--- src/hdl/mct_pkg.sv ---
// ----------------------------------------------------------------------------
// mct_pkg
// Shared types, sizes and codes of the MESI cache tag controller.
// ----------------------------------------------------------------------------
package mct_pkg;

    localparam int NUM_SETS   = 64;
    localparam int NUM_WAYS   = 4;
    localparam int LINE_BYTES = 32;

    localparam int ADDR_W   = 32;
    localparam int OFF_W    = $clog2(LINE_BYTES);
    localparam int SET_BITS = $clog2(NUM_SETS);
    localparam int SET_W    = (SET_BITS > 0) ? SET_BITS : 1;
    localparam int WAY_W    = (NUM_WAYS > 1) ? $clog2(NUM_WAYS) : 1;
    localparam int TAG_W    = ADDR_W - OFF_W - SET_BITS;
    localparam int PID_W    = 4;

    typedef enum logic [2:0] {
        OP_LOAD  = 3'd0,
        OP_STORE = 3'd1,
        OP_BUSRD = 3'd2,
        OP_RDX   = 3'd3,
        OP_UPGR  = 3'd4
    } opcode_t;

    typedef enum logic [1:0] {
        ST_I = 2'd0,
        ST_S = 2'd1,
        ST_E = 2'd2,
        ST_M = 2'd3
    } mesi_t;

    typedef enum logic [1:0] {
        BUS_NONE = 2'd0,
        BUS_RD   = 2'd1,
        BUS_RDX  = 2'd2,
        BUS_UPGR = 2'd3
    } bus_t;

    typedef enum logic {
        S_IDLE   = 1'b0,
        S_LOOKUP = 1'b1
    } ctrl_state_t;

    typedef struct packed {
        logic [TAG_W-1:0] tag;
        mesi_t            state;
    } line_t;

    typedef line_t [NUM_WAYS-1:0] row_t;

    typedef struct packed {
        logic             hit;
        logic [WAY_W-1:0] way;
        bus_t             bus;
        logic [PID_W-1:0] owner;
        logic             fill;
        mesi_t            new_state;
        logic             wr_through;
        logic             ack;
        logic             flush;
        logic             inval;
    } result_t;

endpackage

--- src/hdl/mct_lookup.sv ---
// ----------------------------------------------------------------------------
// mct_lookup
// Tag compare, victim choice and MESI transition on one row of the store.
// ----------------------------------------------------------------------------
module mct_lookup
(
    input  mct_pkg::opcode_t            opcode,
    input  logic [mct_pkg::TAG_W-1:0]   tag,
    input  logic [mct_pkg::PID_W-1:0]   pid,
    input  mct_pkg::row_t               row,
    output mct_pkg::result_t            result,
    output logic                        row_write,
    output mct_pkg::row_t               new_row
);

    logic                           found;
    logic [mct_pkg::WAY_W-1:0]      hit_way;
    logic                           free;
    logic [mct_pkg::WAY_W-1:0]      victim_way;
    mct_pkg::mesi_t                 cur_state;

    // First matching way, and first invalid way (else way 0) for allocation
    always_comb
    begin
        found      = 1'b0;
        hit_way    = '0;
        free       = 1'b0;
        victim_way = '0;
        for (int w = 0; w < mct_pkg::NUM_WAYS; w++)
        begin
            if (!found && row[w].state != mct_pkg::ST_I && row[w].tag == tag)
            begin
                found   = 1'b1;
                hit_way = mct_pkg::WAY_W'(w);
            end
            if (!free && row[w].state == mct_pkg::ST_I)
            begin
                free       = 1'b1;
                victim_way = mct_pkg::WAY_W'(w);
            end
        end
        cur_state = row[hit_way].state;
    end

    always_comb
    begin
        result    = '0;
        new_row   = row;
        row_write = 1'b0;
        unique case (opcode)
            mct_pkg::OP_LOAD, mct_pkg::OP_STORE:
            begin
                row_write = 1'b1;
                if (found)
                begin
                    result.hit = 1'b1;
                    result.way = hit_way;
                    if (opcode == mct_pkg::OP_STORE)
                    begin
                        if (cur_state == mct_pkg::ST_S || cur_state == mct_pkg::ST_E)
                        begin
                            result.bus = mct_pkg::BUS_UPGR;
                        end
                        new_row[hit_way].state = mct_pkg::ST_M;
                        result.new_state       = mct_pkg::ST_M;
                        result.wr_through      = 1'b1;
                    end
                    else
                    begin
                        result.new_state = cur_state;
                    end
                end
                else
                begin
                    result.way              = victim_way;
                    result.fill             = 1'b1;
                    new_row[victim_way].tag = tag;
                    if (opcode == mct_pkg::OP_LOAD)
                    begin
                        result.bus                = mct_pkg::BUS_RD;
                        new_row[victim_way].state = mct_pkg::ST_E;
                        result.new_state          = mct_pkg::ST_E;
                    end
                    else
                    begin
                        result.bus                = mct_pkg::BUS_RDX;
                        new_row[victim_way].state = mct_pkg::ST_M;
                        result.new_state          = mct_pkg::ST_M;
                        result.wr_through         = 1'b1;
                    end
                end
            end
            mct_pkg::OP_BUSRD, mct_pkg::OP_RDX, mct_pkg::OP_UPGR:
            begin
                if (found)
                begin
                    row_write  = 1'b1;
                    result.hit = 1'b1;
                    result.ack = 1'b1;
                    result.way = hit_way;
                    if (opcode == mct_pkg::OP_BUSRD)
                    begin
                        // Shared copies stay shared; owners drop to shared
                        result.flush           = (cur_state == mct_pkg::ST_M);
                        new_row[hit_way].state = mct_pkg::ST_S;
                        result.new_state       = mct_pkg::ST_S;
                    end
                    else
                    begin
                        new_row[hit_way].state = mct_pkg::ST_I;
                        result.new_state       = mct_pkg::ST_I;
                        result.inval           = 1'b1;
                    end
                end
            end
            default:
            begin
                row_write = 1'b0;
            end
        endcase
        if (result.bus != mct_pkg::BUS_NONE)
        begin
            result.owner = pid;
        end
    end

endmodule

--- config.mk ---
export PLATFORM = sky130hd
export DESIGN_NAME = mct_lookup
export DESIGN_NICKNAME = d
export VERILOG_FILES = /design/src/hdl/mct_pkg.sv /design/src/hdl/mct_lookup.sv
export SDC_FILE = /design/constraint.sdc
export NUM_CORES = 1
export LEC_CHECK = 0
export ABC_AREA = 1
export BUFFER_PORTS_ARGS = -buffer_cell sky130_fd_sc_hd__buf_2
export CORE_MARGIN = 10
export CORE_UTILIZATION = 51
export DETAILED_ROUTE_END_ITERATION = 12
export GPL_TIMING_DRIVEN = 0
export PLACE_DENSITY = 0.91
export SYNTH_ARGS = -nofsm -noshare
export SYNTH_HDL_FRONTEND = slang
export SYNTH_SLANG_ARGS = --single-unit
--- constraint.sdc ---
create_clock -name vclk -period 11.4
set_clock_uncertainty 0.15 [all_clocks]
set_input_delay 3.42 -clock vclk [all_inputs]
set_output_delay 3.42 -clock vclk [all_outputs]
set_load 0.01 [all_outputs]
* Word-level counts from Yosys, hierarchy flattened
Cells that the tools add are included.
Storage, ports and cells: register bits after elaboration 0
Cells by class: reduce and logical (&&, ||, !) cells 31, mux-type cells 58, equality and inequality tests 11, order comparisons 4
Operators with widths (count):
- $bwmux 92 | 6
- $mux 92 | 5
- $pmux 92 s2 | 1
- $demux 23 s2 | 3
- $eq 21x21->1 | 4
- $bmux 23 s2 | 1
- $mux 2 | 12
- $mux 23 | 1
- $mux 1 | 20
- $logic_and 1x1->1 | 12
- $mux 3 | 4
- $reduce_bool 2->1 | 5
- $logic_not 2->1 | 4
- $mux 4 | 2
- $eq 3x2->1 const B | 2
- $logic_not 1->1 | 6
- $lt 2x3->1 const B | 2
- $pmux 3 s2 | 1
- $eq 2x2->1 const B | 2
- $ge 2x1->1 const B | 2
- $pmux 2 s2 | 1
- $eq 3x1->1 const B | 1
- $eq 3x3->1 const B | 1
- $logic_not 3->1 | 1
- 5 further kinds | 5

* Depth between registers and ports, before layout
Gate-level depths: netlist of run 1.
word-level depth 25, gate-level depth with buffers 19, mapped depth without buffers 18

* Least setup slack after synthesis of run 1
No wires, ideal clock.
path type input to output, start input tag[2] (netlist name), end output result[10] (netlist name), stages 18, setup slack 2.304 ns, path buffers 1, data arrival time 5.526 ns, cells stage by stage buf_2 > inv_2 > nand2_1 > nand2_1 > nor2_1 > nand2_1 > nor2_1 > nand3_1 > nor2b_1 > inv_2 > nand2_1 > nor2_1 > or2_1 > ha_1 > nand2_1 > nand2_1 > nand2_1 > a21boi_0
RTL lines:
- from (decl) | RTL line mct_lookup.sv:8 | input logic [mct_pkg::TAG_W-1:0] tag,
- to (decl) | RTL line mct_lookup.sv:11 | output mct_pkg::result_t result,

==> reports/results.txt, run 1 <==
Final net count: 1254
Pwr/cell area: 41.6 mW/mm²
Setup TNS: 0 ps
Simple-gate share of the synthesized area: 0.614
Compound-Gate Fraction of Synth Area: 0.201
Syn_nets: 1025
Multi-input gate area: 0.00346 mm²
Period minus WS final: 9760 ps
Syn Area/Cell: 4.49 µm²
Slew margin rel.: 0.266
IO Port Bufs: 227
Register area: 0 µm²
Largest net degree at the start of global routing: 11
Post-CTS Setup Bufs: 0
Hold Path Class: in2out
Main combinational cell family by area after synthesis: simple AND/OR/NAND/NOR gates
Peak supply drop: 31.4 µV
Drc violations: 0
GRT Resource Usage Total: 0.348
Post-synthesis sequential area ratio: 0
Worst Setup End Kind: output port
GRT met3 Usage: 0.0944
Crit path required time: 7830 ps
Status: complete, no violations
Initial antenna violation count: 1
Crit path capture: result[8]
Core footprint: 0.00773 mm²
Crit path launch: tag[7]
Commonest cells after routing, fill and taps aside: nand2_1 (422), buf_2 (238), nor2_1 (119)
Synth warn: 0
Vias/cell: 5.50
Row count: 32
Cell area after synthesis: 0.00406 mm²
Worst endpoint data arrival time: 6190 ps
Library cells used by synthesis: 36
DRT antenna net count: 0
Final GP Congestion: 1.07
Leak: 0.00350 µW
CP Launch Type: primary input
Number of sequential cells: 0
Drt first-iter violations: 671
FMAX: 102 MHz
DIE WIDTH: 109 µm
Commonest non-fill, non-tap cell in the layout: nand2_1
Adder-Cell Fraction of Synth Area: 0.00308
Post-CTS resize count: 0
Met1 Resource Use GR: 0.406
Post-DP HPWL: 17.9 mm
Clk_buf instances: 0
Max-cap violation count: 0
Via count: 6787
Layout cells sized above 1: 0.279
Final hold violation count: 0
Max-slew violation count: 0
Final instance area: 0.00532 mm²
RSZ-0062 raised after global routing: false
DIE HEIGHT: 109 µm
Fin cells: 1234
First-pass GRT wire length: 33.3 mm
GRT overflow: 0
DR WL/cell: 17.6 µm
Initial core utilization: 0.525
Hold buffers post-CTS: 0
DP Area: 0.00532 mm²
Detailed Routing Iterations Pass 1: 7
Synth Instances: 904
Inst Count DP: 1233
Area Growth Syn to Fin: 31.2%
FILL cells: 841
Top Usage Layer GRT: met2
Final setup vio count: 0
Met2 Resource Use GR: 0.589
Worst-path maximum fanout: 7
Crit path kind: in2out
Full die area: 0.0119 mm²
Post-Synth XOR/XNOR Area: 0.0345
Worst Tran Pin Value: 1090 ps
Number of global-route vias before repair: 6424
Worst hold stages: 4
Multiplexer share of the synthesized area: 0
Post-Route WL: 21.8 mm
I/O pins: 229
Fin crit share: 0.856
[power breakdown]
group          total (µW)  switching (µW)  internal [µW]
clock network   0.0000118               0      0.0000118
logic                 221             143           78.4
registers               0               0              0
[Yosys cell counts (all sizes together)]
master / number / area [µm²]
nand2: 427 / 1630
nor2: 121 / 478
inv: 116 / 435
o21ai: 110 / 671
nand3: 41 / 220
buf: 20 / 149
a21oi: 16 / 80.1
xnor2: 9 / 78.8
nor3: 8 / 51.3
xor2: 7 / 61.3
nand4: 6 / 52.6
or2: 5 / 31.3
a21boi: 4 / 30.0
clkbuf: 2 / 7.51
o21a: 2 / 15.0
o22ai: 2 / 12.5
and2: 1 / 6.26
and3: 1 / 6.26
clkinv: 1 / 3.75
ha: 1 / 12.5
nand3b: 1 / 7.51
nor2b: 1 / 6.26
nor3b: 1 / 7.51
o211ai: 1 / 7.51
[layout make-up]
cell class | count | area share
diodes | 1 | 0.000470
plain buffers | 22 | 0.0294
inverters | 117 | 0.0825
multi-input cells | 765 | 0.650
well taps | 102 | 0.0240
repair buffers | 227 | 0.213
[cell families after synthesis]
family | after synthesis
AO/OA/AOI/OAI | 135
XOR/XNOR | 16
adder cells (fa/ha/maj) | 1
buffers and inverters | 139
AND/OR/NAND/NOR | 613
[metal layers]
layer / vias up / share of wire
li1: 3264 / -
met2: 520 / 0.45
met1: 2898 / 0.35
met4: 0 / 0.050
met5: - / 0
met3: 105 / 0.15
[critical path: stages]
cell      delay (ps)
buf_2            250
inv_2            190
nand2_1          110
o21ai_0          130
nor2_1           110
nand2_1           60
nor2_1            80
nand3_1          120
nor2b_1          320
inv_2            100
nand2_1          100
nor2_1            50
or2_1            230
ha_1             300
nand2_1           60
nand2_1          110
nand2_1          110
a21boi_0         170
buf_2            160
[worst min-delay path by stage]
stage          startpoint     endpoint
2_1_floorplan   opcode[2]    result[3]
3_3_place_gp      row[67]  new_row[67]
3_5_place_dp      row[70]  new_row[70]
4_1_cts           row[70]  new_row[70]
5_1_grt           row[67]  new_row[67]
6_report          row[70]  new_row[70]
[stage by stage]
step / utilization / power (µW) / hold WS [ps] / setup WS [ps]
floorplan: - / 122 / 6800 / 2300
global placement: 0.688 / 214 / 7000 / 1810
detailed placement: 0.688 / 215 / 7000 / 1770
CTS: 0.688 / 216 / 7010 / 1760
global route: 0.688 / 243 / 7040 / 1360
finish: 0.689 / 221 / 7010 / 1640
(Power assumes the default switching activity.)
==> run 2, diff against run 1 <==
- CELL_PAD_IN_SITES_DETAIL_PLACEMENT: unset -> 1
- CELL_PAD_IN_SITES_GLOBAL_PLACEMENT: unset -> 2
- CORE_UTILIZATION: 51 -> 21
- GPL_TIMING_DRIVEN: 0 -> 1
- PLACE_DENSITY: 0.91 -> unset
- PLACE_DENSITY_LB_ADDON: unset -> 0.1
==> reports/results.txt, run 2 (synthesis gave the netlist of run 1 again) <==
Status: complete, no violations
Hold Path Class: in2out
Worst-path maximum fanout: 43 (+36)
First-pass GRT wire length: 40.3 mm (+21%)
Layout cells sized above 1: 0.270 (-0.00920)
Number of global-route vias before repair: 6477 (+0.83%)
Final Util: 0.287 (-0.402)
Max-cap violation count: 0 (unchanged)
Final setup vio count: 0 (unchanged)
Setup TNS: 0 ps (unchanged)
Core footprint: 0.0188 mm² (+140%)
DRT antenna net count: 0 (unchanged)
Post-CTS resize count: 0 (unchanged)
Worst endpoint data arrival time: 6330 ps (+140 ps)
RSZ-0062 raised after global routing: false
Final net count: 1237 (-1.4%)
GRT overflow: 0 (unchanged)
Fin cells: 1375 (+11%)
Vias/cell: 4.55 (-17%)
Via count: 6260 (-7.8%)
Peak supply drop: 14.7 µV (-53%)
DIE HEIGHT: 159 µm (+46%)
Worst Setup End Kind: output port
Number of sequential cells: 0 (unchanged)
Post-CTS Setup Bufs: 0 (unchanged)
Period minus WS final: 9900 ps (+137 ps)
Largest net degree at the start of global routing: 44 (+33)
Area Growth Syn to Fin: 33.0%
Drc violations: 0 (unchanged)
Min Hold Slack: 7020 ps (+9.88 ps)
Post-DP HPWL: 22.6 mm (+26%)
Post-Route WL: 26.8 mm (+23%)
Hold buffers post-CTS: 0 (unchanged)
Leak: 0.00344 µW (-1.8%)
Row count: 50 (+56%)
Fin crit share: 0.868 (+0.0120)
Inst Count DP: 1374 (+11%)
Worst Tran Pin Value: 859 ps (-233 ps)
I/O pins: 229 (unchanged)
Initial core utilization: 0.215 (-0.310)
FMAX: 101 MHz (-1.4%)
Detailed Routing Iterations Pass 1: 4 (-3)
Slew margin rel.: 0.427 (+0.161)
DIE WIDTH: 159 µm (+46%)
Max-slew violation count: 0 (unchanged)
GRT Resource Usage Total: 0.201 (-0.147)
Clk_buf instances: 0 (unchanged)
Crit path required time: 7830 ps (about the same)
IO Port Bufs: 229 (+0.88%)
Commonest non-fill, non-tap cell in the layout: nand2_1
Commonest cells after routing, fill and taps aside: nand2_1 (422), buf_2 (229), nor2_1 (119)
Drt first-iter violations: 296 (-56%)
Pwr/cell area: 41.6 mW/mm² (+0.15%)
DR WL/cell: 19.5 µm (+10%)
CP Launch Type: primary input
FILL cells: 2767 (+230%)
Full die area: 0.0253 mm² (+110%)
Final GP Congestion: 0.897 (-16%)
Crit path kind: in2out
Register area: 0 µm² (unchanged)
Final hold violation count: 0 (unchanged)
Initial antenna violation count: 2 (+1)
-- run 2: changes by cell type in the layout (fill, tap and decap cells not counted) --
cell / previous run / this run
clkbuf_1: 2 / 0
buf_6: 7 / 0
buf_2: 238 / 229
buf_4: 2 / 3
-- run 2: metal layers --
| metal | share of wire | wire, µm | global-route usage |
|---|---|---|---|
| met1 | 0.47 | 12600 | 0.269 |
| met2 | 0.47 | 12600 | 0.347 |
| met3 | 0.057 | 1520 | 0.0325 |
| met4 | 0.0038 | 101 | 0.00590 |
| met5 | 0.00030 | 8 | 0 |
-- run 2: final cells by class --
class                      count  area (µm²)  area share
inverter                     117         439      0.0814
tap                          260         325      0.0603
multi-input combinational    765        3460       0.641
timing repair buffer         232        1170       0.217
antenna                        1        2.50    0.000464
-- run 2: final timing paths --
check	from	endpoint	slack, ps	cells after the start
min	row[58]	new_row[58]	7020	4
max	tag[10]	new_row[71]	1500	13
-- run 2: metrics by stage --
stage               setup slack (ps)  cell area, µm²  total power [µW]
floorplan                       2300            4060               122
global placement                1500            5390               226
detailed placement              1460            5390               226
CTS                             1450            5390               227
global route                    1250            5390               252
finish                          1500            5400               225
-- run 2: critical path: stages --
cell	delay, ps
buf_2	190
inv_2	240
nand2_1	80
nand2_1	160
nor2_1	70
nand2_1	60
nor2_1	50
nand3_2	140
nand2_1	180
nor2_4	400
nand3_2	730
o21ai_1	370
buf_2	180
-- run 2: report_power, final --
part	total [µW]	leakage [µW]	internal [µW]	switching, µW
registers	0	0	0	0
clock network	0.0000118	0.00000000634	0.0000117	0
logic	225	0.00344	76.4	148
